$ cat src/stt_pkg.sv
`default_nettype none

package stt_pkg;

   // widths of the item fields
   localparam int BYTE_W     = 8;
   localparam int LINE_BITS  = 24;
   localparam int LINE_OUT_W = 24;
   localparam int RSP_DATA_W = 32;

   // result queue size
   localparam int QUEUE_DEPTH = 4;
   localparam int QUEUE_PTR_W = $clog2(QUEUE_DEPTH);
   localparam int QUEUE_CNT_W = $clog2(QUEUE_DEPTH + 1);

   // character codes
   localparam logic [BYTE_W-1:0] CHR_CR    = 8'h0d;
   localparam logic [BYTE_W-1:0] CHR_LF    = 8'h0a;
   localparam logic [BYTE_W-1:0] CHR_TAB   = 8'h09;
   localparam logic [BYTE_W-1:0] CHR_SPACE = 8'h20;
   localparam logic [BYTE_W-1:0] CHR_HASH  = 8'h23;
   localparam logic [BYTE_W-1:0] CHR_STAR  = 8'h2a;
   localparam logic [BYTE_W-1:0] CHR_DOT   = 8'h2e;
   localparam logic [BYTE_W-1:0] CHR_SLASH = 8'h2f;
   localparam logic [BYTE_W-1:0] CHR_BSL   = 8'h5c;
   localparam logic [BYTE_W-1:0] CHR_DIG0  = 8'd48;
   localparam logic [BYTE_W-1:0] CHR_DIG9  = 8'd57;
   localparam logic [BYTE_W-1:0] CHR_UPA   = 8'd65;
   localparam logic [BYTE_W-1:0] CHR_UPZ   = 8'd90;
   localparam logic [BYTE_W-1:0] CHR_UNDER = 8'd95;
   localparam logic [BYTE_W-1:0] CHR_LOA   = 8'd97;
   localparam logic [BYTE_W-1:0] CHR_LOZ   = 8'd122;

   // one token byte on the result side
   typedef struct packed {
      logic [LINE_OUT_W-1:0] line_number;
      logic                  token_last;
      logic [BYTE_W-1:0]     token_byte;
   } stt_beat_type;

   // results of one step: count and up to two beats in order
   typedef struct packed {
      logic [1:0]   count;
      stt_beat_type beat1;
      stt_beat_type beat0;
   } stt_res_type;

endpackage

`default_nettype wire

$ cat src/source_text_tokenizer.sv
`default_nettype none

// channel   dir  tdata                             tuser       tlast
// req_      in   [7:0] in_byte                     allow_dot   stream_end
// rsp_      out  [7:0] token_byte, [31:8] line_no  -           token_last
//
// one byte is taken per cycle unless the input stalls; a taken byte waits
// in the input register, then its beats are written into the result queue
// a byte makes up to two result beats; the port drains one per cycle while
// rsp_tready is high, so a long run of two-beat bytes settles to the output rate
// reset clears the tokenizer state, the line count and the result queue
// the input stalls only when the four-entry result queue lacks room for two

module source_text_tokenizer
   import stt_pkg::*;
(
   input  wire logic                  clock,
   input  wire logic                  reset,
   input  wire logic                  req_tvalid,
   output logic                       req_tready,
   input  wire logic [BYTE_W-1:0]     req_tdata,   // [7:0] in_byte
   input  wire logic                  req_tuser,   // allow_dot
   input  wire logic                  req_tlast,   // stream_end
   output logic                       rsp_tvalid,
   input  wire logic                  rsp_tready,
   output logic [RSP_DATA_W-1:0]      rsp_tdata,   // [7:0] token_byte, [31:8] line_number
   output logic                       rsp_tlast    // token_last
);

   logic                   in_vld_ff;
   logic [BYTE_W-1:0]      in_byte_ff;
   logic                   in_dot_ff;
   logic                   in_end_ff;
   logic                   advance;
   logic [QUEUE_CNT_W-1:0] fill;
   stt_res_type            results;
   stt_beat_type           out_beat;

   // input stage moves on when the queue has room for a two-beat byte
   assign advance    = in_vld_ff && (fill <= QUEUE_CNT_W'(QUEUE_DEPTH - 2));
   assign req_tready = !in_vld_ff || advance;

   always_ff @(posedge clock) begin
      if (reset) begin
         in_vld_ff <= 1'b0;
      end else if (req_tready) begin
         in_vld_ff <= req_tvalid;
      end
   end

   always_ff @(posedge clock) begin
      if (req_tready && req_tvalid) begin
         in_byte_ff <= req_tdata;
         in_dot_ff  <= req_tuser;
         in_end_ff  <= req_tlast;
      end
   end

   stt_core u_core (
      .clock      (clock),
      .reset      (reset),
      .step_en    (advance),
      .in_byte    (in_byte_ff),
      .allow_dot  (in_dot_ff),
      .stream_end (in_end_ff),
      .results    (results)
   );

   stt_queue u_queue (
      .clock     (clock),
      .reset     (reset),
      .push      (results),
      .pop_valid (rsp_tvalid),
      .pop_ready (rsp_tready),
      .pop_beat  (out_beat),
      .fill      (fill)
   );

   // result beat packing
   assign rsp_tdata = {out_beat.line_number, out_beat.token_byte};
   assign rsp_tlast = out_beat.token_last;

`ifndef SYNTHESIS
   a_stage_holds: assert property (@(posedge clock) disable iff (reset)
      in_vld_ff && !advance |=> in_vld_ff && $stable(in_byte_ff) && $stable(in_end_ff))
      else $error("stalled input stage lost its byte");

   a_ready_when_empty: assert property (@(posedge clock) disable iff (reset)
      fill == '0 |-> req_tready)
      else $error("input stalled with empty result queue");

   a_out_follows_fill: assert property (@(posedge clock) disable iff (reset)
      rsp_tvalid == (fill != '0))
      else $error("result valid disagrees with queue fill");
`endif

endmodule

`default_nettype wire

$ cat src/stt_core.sv
`default_nettype none

module stt_core
   import stt_pkg::*;
(
   input  wire logic              clock,
   input  wire logic              reset,
   input  wire logic              step_en,
   input  wire logic [BYTE_W-1:0] in_byte,
   input  wire logic              allow_dot,
   input  wire logic              stream_end,
   output stt_res_type            results
);

   logic [BYTE_W-1:0]    held_byte_ff,  held_byte_in;
   logic                 holding_ff,    holding_in;
   logic                 slash_ff,      slash_in;
   logic                 line_cmt_ff,   line_cmt_in;
   logic                 block_cmt_ff,  block_cmt_in;
   logic [1:0]           block_seen_ff, block_seen_in;
   logic                 star_ff,       star_in;
   logic                 after_cr_ff,   after_cr_in;
   logic [LINE_BITS-1:0] line_ff,       line_in;

   stt_beat_type beats [2];
   logic [1:0]   emit_cnt;

   function automatic logic is_word(input logic [BYTE_W-1:0] c);
      return (c >= CHR_DIG0 && c <= CHR_DIG9) || (c >= CHR_UPA && c <= CHR_UPZ) ||
             c == CHR_UNDER || (c >= CHR_LOA && c <= CHR_LOZ);
   endfunction

   function automatic logic is_blank(input logic [BYTE_W-1:0] c);
      return c == CHR_SPACE || c == CHR_TAB || c == CHR_LF;
   endfunction

   // one byte through newline folding, comment tracking and run building
   always_comb begin
      logic [BYTE_W-1:0] c;
      logic              swallow;
      logic              plain;

      c             = in_byte;
      held_byte_in  = held_byte_ff;
      holding_in    = holding_ff;
      slash_in      = slash_ff;
      line_cmt_in   = line_cmt_ff;
      block_cmt_in  = block_cmt_ff;
      block_seen_in = block_seen_ff;
      star_in       = star_ff;
      line_in       = line_ff;
      emit_cnt      = 2'd0;
      plain         = 1'b0;
      beats[0]      = '0;
      beats[1]      = '0;

      swallow     = (c == CHR_LF) && after_cr_ff;
      after_cr_in = (c == CHR_CR);

      if (!swallow) begin
         // newline count, saturating
         if (c == CHR_CR || c == CHR_LF) begin
            if (line_ff != '1) begin
               line_in = line_ff + 1'b1;
            end
            c = CHR_LF;
         end

         if (line_cmt_ff) begin
            if (c == CHR_LF) begin
               line_cmt_in = 1'b0;
            end
         end else if (block_cmt_ff) begin
            if (block_seen_ff != 2'd0 && star_ff && c == CHR_SLASH) begin
               block_cmt_in = 1'b0;
            end else begin
               star_in = (c == CHR_STAR);
               if (block_seen_ff != 2'd2) begin
                  block_seen_in = block_seen_ff + 2'd1;
               end
            end
         end else begin
            plain = 1'b1;
            // pending slash opens a comment or stands alone
            if (slash_ff) begin
               slash_in = 1'b0;
               if (c == CHR_SLASH) begin
                  line_cmt_in = 1'b1;
                  plain       = 1'b0;
               end else if (c == CHR_STAR) begin
                  block_cmt_in  = 1'b1;
                  block_seen_in = 2'd0;
                  star_in       = 1'b0;
                  plain         = 1'b0;
               end else begin
                  beats[emit_cnt[0]].token_byte = CHR_SLASH;
                  beats[emit_cnt[0]].token_last = 1'b1;
                  emit_cnt = emit_cnt + 2'd1;
               end
            end

            // ordinary byte
            if (plain && c != CHR_BSL) begin
               if ((allow_dot && c == CHR_DOT) || is_word(c)) begin
                  if (holding_in) begin
                     beats[emit_cnt[0]].token_byte = held_byte_in;
                     beats[emit_cnt[0]].token_last = 1'b0;
                     emit_cnt = emit_cnt + 2'd1;
                  end
                  held_byte_in = c;
                  holding_in   = 1'b1;
               end else begin
                  if (holding_in) begin
                     beats[emit_cnt[0]].token_byte = held_byte_in;
                     beats[emit_cnt[0]].token_last = 1'b1;
                     emit_cnt   = emit_cnt + 2'd1;
                     holding_in = 1'b0;
                  end
                  if (!is_blank(c)) begin
                     if (c == CHR_SLASH) begin
                        slash_in = 1'b1;
                     end else if (c == CHR_HASH) begin
                        held_byte_in = c;
                        holding_in   = 1'b1;
                     end else begin
                        beats[emit_cnt[0]].token_byte = c;
                        beats[emit_cnt[0]].token_last = 1'b1;
                        emit_cnt = emit_cnt + 2'd1;
                     end
                  end
               end
            end
         end
      end

      // end of input flushes the held byte and a pending slash
      if (stream_end) begin
         if (holding_in) begin
            beats[emit_cnt[0]].token_byte = held_byte_in;
            beats[emit_cnt[0]].token_last = 1'b1;
            emit_cnt = emit_cnt + 2'd1;
         end
         if (slash_in) begin
            beats[emit_cnt[0]].token_byte = CHR_SLASH;
            beats[emit_cnt[0]].token_last = 1'b1;
            emit_cnt = emit_cnt + 2'd1;
         end
         holding_in    = 1'b0;
         slash_in      = 1'b0;
         line_cmt_in   = 1'b0;
         block_cmt_in  = 1'b0;
         block_seen_in = 2'd0;
         star_in       = 1'b0;
         after_cr_in   = 1'b0;
      end

      beats[0].line_number = LINE_OUT_W'(line_in);
      beats[1].line_number = LINE_OUT_W'(line_in);
   end

   assign results.count = step_en ? emit_cnt : 2'd0;
   assign results.beat0 = beats[0];
   assign results.beat1 = beats[1];

   // tokenizer state
   always_ff @(posedge clock) begin
      if (reset) begin
         held_byte_ff  <= '0;
         holding_ff    <= 1'b0;
         slash_ff      <= 1'b0;
         line_cmt_ff   <= 1'b0;
         block_cmt_ff  <= 1'b0;
         block_seen_ff <= 2'd0;
         star_ff       <= 1'b0;
         after_cr_ff   <= 1'b0;
         line_ff       <= '0;
      end else if (step_en) begin
         held_byte_ff  <= held_byte_in;
         holding_ff    <= holding_in;
         slash_ff      <= slash_in;
         line_cmt_ff   <= line_cmt_in;
         block_cmt_ff  <= block_cmt_in;
         block_seen_ff <= block_seen_in;
         star_ff       <= star_in;
         after_cr_ff   <= after_cr_in;
         line_ff       <= line_in;
      end
   end

`ifndef SYNTHESIS
   a_comment_kinds_exclusive: assert property (@(posedge clock) disable iff (reset)
      !(line_cmt_ff && block_cmt_ff))
      else $error("line and block comment open together");

   a_slash_not_in_comment: assert property (@(posedge clock) disable iff (reset)
      !(slash_ff && (line_cmt_ff || block_cmt_ff || holding_ff)))
      else $error("pending slash alongside comment or held byte");

   a_end_clears_state: assert property (@(posedge clock) disable iff (reset)
      step_en && stream_end |=> !holding_ff && !slash_ff && !line_cmt_ff && !block_cmt_ff)
      else $error("end of input left tokenizer state open");

   a_line_monotonic: assert property (@(posedge clock) disable iff (reset)
      !$past(reset) |-> line_ff >= $past(line_ff))
      else $error("line count went backward");
`endif

endmodule

`default_nettype wire

$ cat src/stt_queue.sv
`default_nettype none

module stt_queue
   import stt_pkg::*;
(
   input  wire logic         clock,
   input  wire logic         reset,
   input  wire stt_res_type  push,
   output logic              pop_valid,
   input  wire logic         pop_ready,
   output stt_beat_type      pop_beat,
   output logic [QUEUE_CNT_W-1:0] fill
);

   stt_beat_type                entries_ff [QUEUE_DEPTH];
   logic [QUEUE_PTR_W-1:0]      wr_ptr_ff, wr_ptr_in;
   logic [QUEUE_PTR_W-1:0]      rd_ptr_ff, rd_ptr_in;
   logic [QUEUE_CNT_W-1:0]      fill_ff,   fill_in;
   logic                        pop;
   logic [QUEUE_PTR_W-1:0]      wr_next;

   assign pop       = pop_valid && pop_ready;
   assign pop_valid = (fill_ff != '0);
   assign pop_beat  = entries_ff[rd_ptr_ff];
   assign fill      = fill_ff;
   assign wr_next   = wr_ptr_ff + 1'b1;

   // pointer and fill bookkeeping
   always_comb begin
      wr_ptr_in = wr_ptr_ff + QUEUE_PTR_W'(push.count);
      rd_ptr_in = rd_ptr_ff + QUEUE_PTR_W'(pop);
      fill_in   = fill_ff + QUEUE_CNT_W'(push.count) - QUEUE_CNT_W'(pop);
   end

   always_ff @(posedge clock) begin
      if (reset) begin
         wr_ptr_ff <= '0;
         rd_ptr_ff <= '0;
         fill_ff   <= '0;
      end else begin
         wr_ptr_ff <= wr_ptr_in;
         rd_ptr_ff <= rd_ptr_in;
         fill_ff   <= fill_in;
      end
   end

   // up to two beats written in order
   always_ff @(posedge clock) begin
      if (push.count != 2'd0) begin
         entries_ff[wr_ptr_ff] <= push.beat0;
      end
      if (push.count == 2'd2) begin
         entries_ff[wr_next] <= push.beat1;
      end
   end

`ifndef SYNTHESIS
   a_no_overflow: assert property (@(posedge clock) disable iff (reset)
      fill_ff <= QUEUE_CNT_W'(QUEUE_DEPTH))
      else $error("result queue overflow");

   a_push_fits: assert property (@(posedge clock) disable iff (reset)
      push.count != 2'd0 |-> fill_ff + QUEUE_CNT_W'(push.count) <= QUEUE_CNT_W'(QUEUE_DEPTH))
      else $error("push into full result queue");

   a_ptr_gap: assert property (@(posedge clock) disable iff (reset)
      fill_ff == '0 || fill_ff == QUEUE_CNT_W'(QUEUE_DEPTH) ||
      QUEUE_PTR_W'(wr_ptr_ff - rd_ptr_ff) == QUEUE_PTR_W'(fill_ff))
      else $error("queue pointers disagree with fill");
`endif

endmodule

`default_nettype wire

$ cat config.mk
export PLATFORM = sky130hd
export DESIGN_NAME = source_text_tokenizer
export DESIGN_NICKNAME = d
export VERILOG_FILES = /design/src/stt_pkg.sv /design/src/source_text_tokenizer.sv /design/src/stt_core.sv /design/src/stt_queue.sv
export SDC_FILE = /design/constraint.sdc
export NUM_CORES = 1
export LEC_CHECK = 0
export BUFFER_PORTS_ARGS = -buffer_cell sky130_fd_sc_hd__buf_2
export CAP_MARGIN = 20
export CORE_AREA = 2 2 128 130
export DETAILED_ROUTE_END_ITERATION = 8
export DIE_AREA = 0 0 130 132
export GPL_TIMING_DRIVEN = 1
export PLACE_DENSITY_LB_ADDON = 0.05
export SLEW_MARGIN = 20
export SYNTH_ARGS = -nofsm -noshare
export SYNTH_HDL_FRONTEND = slang
export SYNTH_SLANG_ARGS = --single-unit
$ cat constraint.sdc
create_clock -name clock -period 5.6 [get_ports clock]
set_input_delay 1.12 -clock clock [delete_from_list [all_inputs] [get_ports clock]]
set_output_delay 1.12 -clock clock [all_outputs]
set_load 0.05 [all_outputs]
# Yosys cells after proc, flatten, opt, wreduce, memory -nomap -nowiden
# Memory sizes are Yosys's and may differ from the RTL's. A register that Yosys moved wholly into a read port is not among the register bits.
# Cells that the tools add are included.
op_classes:
  n_lt_le_gt_ge: 15
  n_reduce_logical: 33
  bitwise: 4
  add_sub_neg: 11
  eq_ne: 19
  n_mux: 148
ops:
  columns: ["operator", "n"]
  rows:
  - ["$mux 66", 17]
  - ["$bwmux 66", 9]
  - ["$demux 33 s1", 8]
  - ["$mux 8", 14]
  - ["$mux 9", 10]
  - ["$mux 42", 2]
  - ["$mux 24", 3]
  - ["$mux 2", 34]
  - ["$mux 1", 51]
  - ["$eq 8x6->1 const B", 5]
  - ["$eq 8x4->1 const B", 4]
  - ["$add 24x1->24 const B", 1]
  - ["$ne 24x24->1 const B", 1]
  - ["$ge 8x7->1 const B", 2]
  - ["$le 8x7->1 const B", 2]
  - ["$logic_and 1x1->1", 15]
  - ["$add 2x1->2 const B", 6]
  - ["$reduce_bool 3->1", 3]
  - ["$eq 8x7->1 const B", 1]
  - ["$ge 2x2->1 const B", 4]
  - ["$ge 8x6->1 const B", 1]
  - ["$le 8x6->1 const B", 1]
  - ["$logic_or 1x1->1", 8]
  - ["$lt 2x1->1 const B", 4]
  - ["17 further kinds", 24]
totals:
  in_bits: 14
  elab_cells: 247
  n_memories: 1
  output_inout_bits: 35
  ram_bits: 132
  reg_bits: 58
memory_table:
  columns: ["memory", "depth", "width", "rd", "rd_ports_with_merged_regs", "write_ports", "line_no", "rtl"]
  rows:
  - ["u_queue.entries_ff", 4, 33, 1, 1, 2, "stt_queue.sv:15", "stt_beat_type entries_ff [QUEUE_DEPTH];"]

# Logic depth before layout (Yosys ltp)
depth:
  depth_word: 42
  ltp_mapped: 17
  depth_no_buf: 15

# Hierarchy
# Synthesis repeated with hierarchy kept, for this count alone.
unflattened:
  hier_cells: 879
  area_unflattened_um2: 10965.5
by_module_without_submodules:
  columns: ["module", "cells_each", "seq_area_each_um2", "instances", "area_each_um2"]
  rows:
  - ["stt_queue", 367, 4103.9, 1, 6856.6]
  - ["stt_core", 492, 800.8, 1, 3722.3]
  - ["source_text_tokenizer", 20, 320.3, 1, 386.6]

# Least setup slack after synthesis
# No wires, ideal clock.
synth_path:
  path_kind: "register to register"
  from: "reg in_byte_ff[7]"
  to: "mem u_queue.entries_ff[3][0] (netlist name), enable pin"
  setup_ns: 0.427
  stages_incl_launch_ff: 13
  synth_period_minus_slack_ns: 5.024
  t_arrival_ns: 4.597
  t_required_ns: 5.173
  n_path_buf: 2
  path_slack_ns: 0.576
  cell_sequence: "edfxtp_1 nor4b_2 nand4_1 and2_1 buf_2 ha_1 or4_1 buf_2 a21oi_1 nor2_1 xnor2_1 o31a_1 nor2b_1"
synth_rtl:
  columns: ["element", "line_no", "rtl"]
  rows:
  - ["from (decl)", "source_text_tokenizer.sv:31", "logic [BYTE_W-1:0] in_byte_ff;"]
  - ["from (signal assigned)", "source_text_tokenizer.sv:53", "in_byte_ff <= req_tdata;"]
  - ["to (decl)", "stt_queue.sv:15", null]

==> metrics.md <==
| Metric | Value |
|---|---|
| Outcome | `complete, no violations` |
| Slew Limit Fails | `0` |
| Final setup violation count | `0` |
| Synth area leader | `edfxtp_1` |
| WP data arrival | `5.06 ns` |
| Max_slew headroom | `29.4%` |
| Pleak | `3.63 nW` |
| Critical Path RT | `5.72 ns` |
| Post-Route WL | `20100 µm` |
| Combinational fraction of design power | `27.3%` |
| ANT nets after route | `0` |
| DP HPWL | `13800 µm` |
| Startpoint Class | `register` |
| Synth Register Bits | `190` |
| Power density cells | `376 mW/mm²` |
| P_sw | `1.35 mW` |
| Yosys cell types | `70` |
| Reg2Reg Setup Slack | `0.66 ns` |
| Post-synth EDFFs | `142` |
| Final Skew | `0.0139 ns` |
| Hold-fix buffers at CTS | `0` |
| Crit path max fanout | `15` |
| DIE HEIGHT | `132 µm` |
| Number of global-route vias before repair | `5974` |
| Gate Count Post-Synth | `759` |
| I/O Buffers | `48` |
| Post-CTS setup repair buffer count | `0` |
| First-pass GRT wire length | `32200 µm` |
| Netlist Area Pre-Place | `0.00936 mm²` |
| Die X | `130 µm` |
| Share of layout cells above drive strength 1 | `18.3%` |
| Drt via density | `6.04` |
| Clock power frac | `29.5%` |
| Fin. Hold Viols | `0` |
| Power Total | `3.89 mW` |
| Initial Util | `59.6%` |
| DR WL/cell | `19.7 µm` |
| Clk root buf | `clkbuf_16` |
| Register area share after synthesis | `55.8%` |
| Post-CTS resize count | `0` |
| H-tree depth | `4` |
| I/O pins | `49` |
| Max Clk Rate | `203 MHz` |
| RSZ-0062 raised after global routing | `false` |
| Total number of vias | `6166` |
| CTS buffer count | `17` |
| Measured slew at the worst slew-check pin | `1.05 ns` |
| Wl on met1 | `9480 µm` |
| Core ar. | `0.0157 mm²` |
| Sink Count | `190` |
| VDD IR max | `272 µV` |
| Initial antenna violation count | `0` |
| CP Capture Type | `register` |
| Area share of the largest cell type after synthesis | `45.5%` |
| Row count | `46` |
| Largest net degree at the start of global routing | `49` |
| Die Area | `0.0172 mm²` |
| NumNets Final | `818` |
| Ys async rst share | `0%` |
| Warnings from Yosys | `0` |
| Reg power frac | `43.2%` |
| Final cycle utilization of the critical path | `88.1%` |
| Syn nets | `785` |
| Setup TNS | `0 ns` |
| Top cells by area, synth | `edfxtp_1 (46%), dfxtp_1 (10%), mux4_2 (7.9%), mux2i_1 (5.2%), nor2_1 (3.4%)` |
| CTS tree | `done` |
| Clk_lat worst skew | `0.44 ns` |
| Top_reg_cell synth | `edfxtp_1` |
| Final min period | `4.94 ns` |
| GP Congestion | `0.873` |
| Worst-path clk slew | `0.07 ns` |
| Max Cap Viol | `0` |
| FILL cells | `1212` |
| Switch share | `34.7%` |
| DR WL met2 | `9120 µm` |
| Antenna cells | `0` |
| GRT Total Usage | `24.6%` |
| WL met3 | `1100 µm` |
| Max Used Layer | `met4` |
| Min-delay worst type | `register to register` |
| Total grt overflow | `0` |
| Crit Path Category | `register to register` |
| Pre-Repair DR Iteration Count | `5` |
| # DRC | `0` |
| First DRT Iteration DRCs | `538` |
| Internal Power | `2.54 mW` |
| Mapped Avg Cell Area | `12.3 µm²` |
| Area growth syn-to-layout | `10.5%` |
| Clock tree buffer depth | `2` |
==> flip-flops by register name (all words and copies together), names as in the netlist <==
signal,count
u_queue.fill,3
u_core.block_cmt_ff,1
u_core.line_ff,24
u_core.star_ff,1
u_core.slash_ff,1
in_vld_ff,1
u_core.line_cmt_ff,1
in_dot_ff,1
u_queue.wr_ptr_ff,2
u_queue.entries_ff,132
u_core.held_byte_ff,8
u_queue.rd_ptr_ff,2
u_core.block_seen_ff,2
in_end_ff,1
u_core.holding_ff,1
in_byte_ff,8
u_core.after_cr_ff,1
==> area by class of cell <==
cell class                 instances  area, µm²  share of cell area [%]
clock buffer                      18        429                    4.15
clock inverter                    14        126                    1.22
multi-input combinational        507       3870                    37.4
sequential                       190       5230                    50.5
tap                              216        270                    2.61
timing repair buffer              61        363                    3.51
inverter                          15       56.3                   0.544
==> through the flow <==
step,worst slack [ns],area (µm²),util [%],hold slack [ns],cells
floorplan,0.576,9360,-,0.464,759
global placement,0.819,9790,62.3,0.489,989
detailed placement,0.660,9790,62.3,0.498,989
CTS,0.656,10300,65.8,0.510,1021
global route,0.334,10300,65.8,0.553,1021
finish,0.664,10300,65.8,0.506,1021
==> synth_stat cells (all sizes together), types with 5 or more instances <==
cell and count:
clkbuf 31, a31oi 9, mux2i 49, ha 11, nand2b 5, nand4 10, edfxtp 142, dfxtp 48
nand2 52, and3 7, xnor2 25, and2 10, nand3 17, a22oi 6, xor2 23, nor3 17
buf 16, nor2 86, o21ai 32, or3 12, nor2b 8, a211oi 11, inv 15, a21oi 27
mux4 33
==> power groups by stage <==
| stage | Sequential, mW | Clock [mW] | Combinational (mW) |
|---|---|---|---|
| finish | 1.68 | 1.15 | 1.06 |
| global route | 1.70 | 1.22 | 1.14 |
| CTS | 1.68 | 1.17 | 1.07 |
| detailed placement | 1.72 | 0 | 1.06 |
| global placement | 1.71 | 0 | 1.05 |
| floorplan | 1.66 | 0 | 0.881 |
==> metal layers <==
layer | GRT usage, % | up-vias
li1 | - | 2905
met5 | 0 | -
met1 | 36.3 | 3031
met3 | 5.32 | 28
met4 | 7.59 | 0
met2 | 36.8 | 202
==> cells by family after synthesis <==
family,Yosys count,share of synthesized area (%)
compound gates,119,8.38
xor+xnor,48,4.49
fa+ha+maj,12,1.68
buf+inv,62,3.05
flops,190,55.8
mux,84,13.4
simple gates,244,13.2
==> path summary, 6_finish.rpt <==
check	start	to	cells after the start
worst max-delay path	in_byte_ff[5]$_DFFE_PP_	u_queue.entries_ff[2][23]$_DFFE_PP_	11
worst min-delay path	u_core.line_cmt_ff$_SDFFE_PP0P_	u_core.line_cmt_ff$_SDFFE_PP0P_	2
worst max register to register	in_byte_ff[5]$_DFFE_PP_	u_queue.entries_ff[2][23]$_DFFE_PP_	11
worst min register to register	u_core.line_cmt_ff$_SDFFE_PP0P_	u_core.line_cmt_ff$_SDFFE_PP0P_	2
==> worst max-delay path, stage by stage (launching register included) <==
cell	delay (ns)
edfxtp_1	0.64
nor4b_2	0.58
nand4_1	0.15
and2_1	0.30
ha_1	0.37
or4_1	0.68
a21o_1	0.28
a21oi_2	0.20
a22oi_4	0.11
nor3_2	0.82
a31o_1	0.21
buf_4	0.27
==> layout by cell type (no fill, tap or decap), drive strengths merged, types with 9 or more instances in the layout <==
cell / Yosys / routed
xor2: 23 / 23
dfxtp: 48 / 48
and2: 10 / 10
inv: 15 / 22
mux4: 33 / 33
clkbuf: 31 / 18
nor3: 17 / 17
a31oi: 9 / 9
xnor2: 25 / 25
mux2i: 49 / 49
or3: 12 / 12
a21oi: 27 / 27
nand3: 17 / 17
nand4: 10 / 10
a211oi: 11 / 11
o21ai: 32 / 32
edfxtp: 142 / 142
nand2: 52 / 52
ha: 11 / 11
nor2: 86 / 86
buf: 16 / 61
Note: power is estimated with default switching activity, not from simulation.
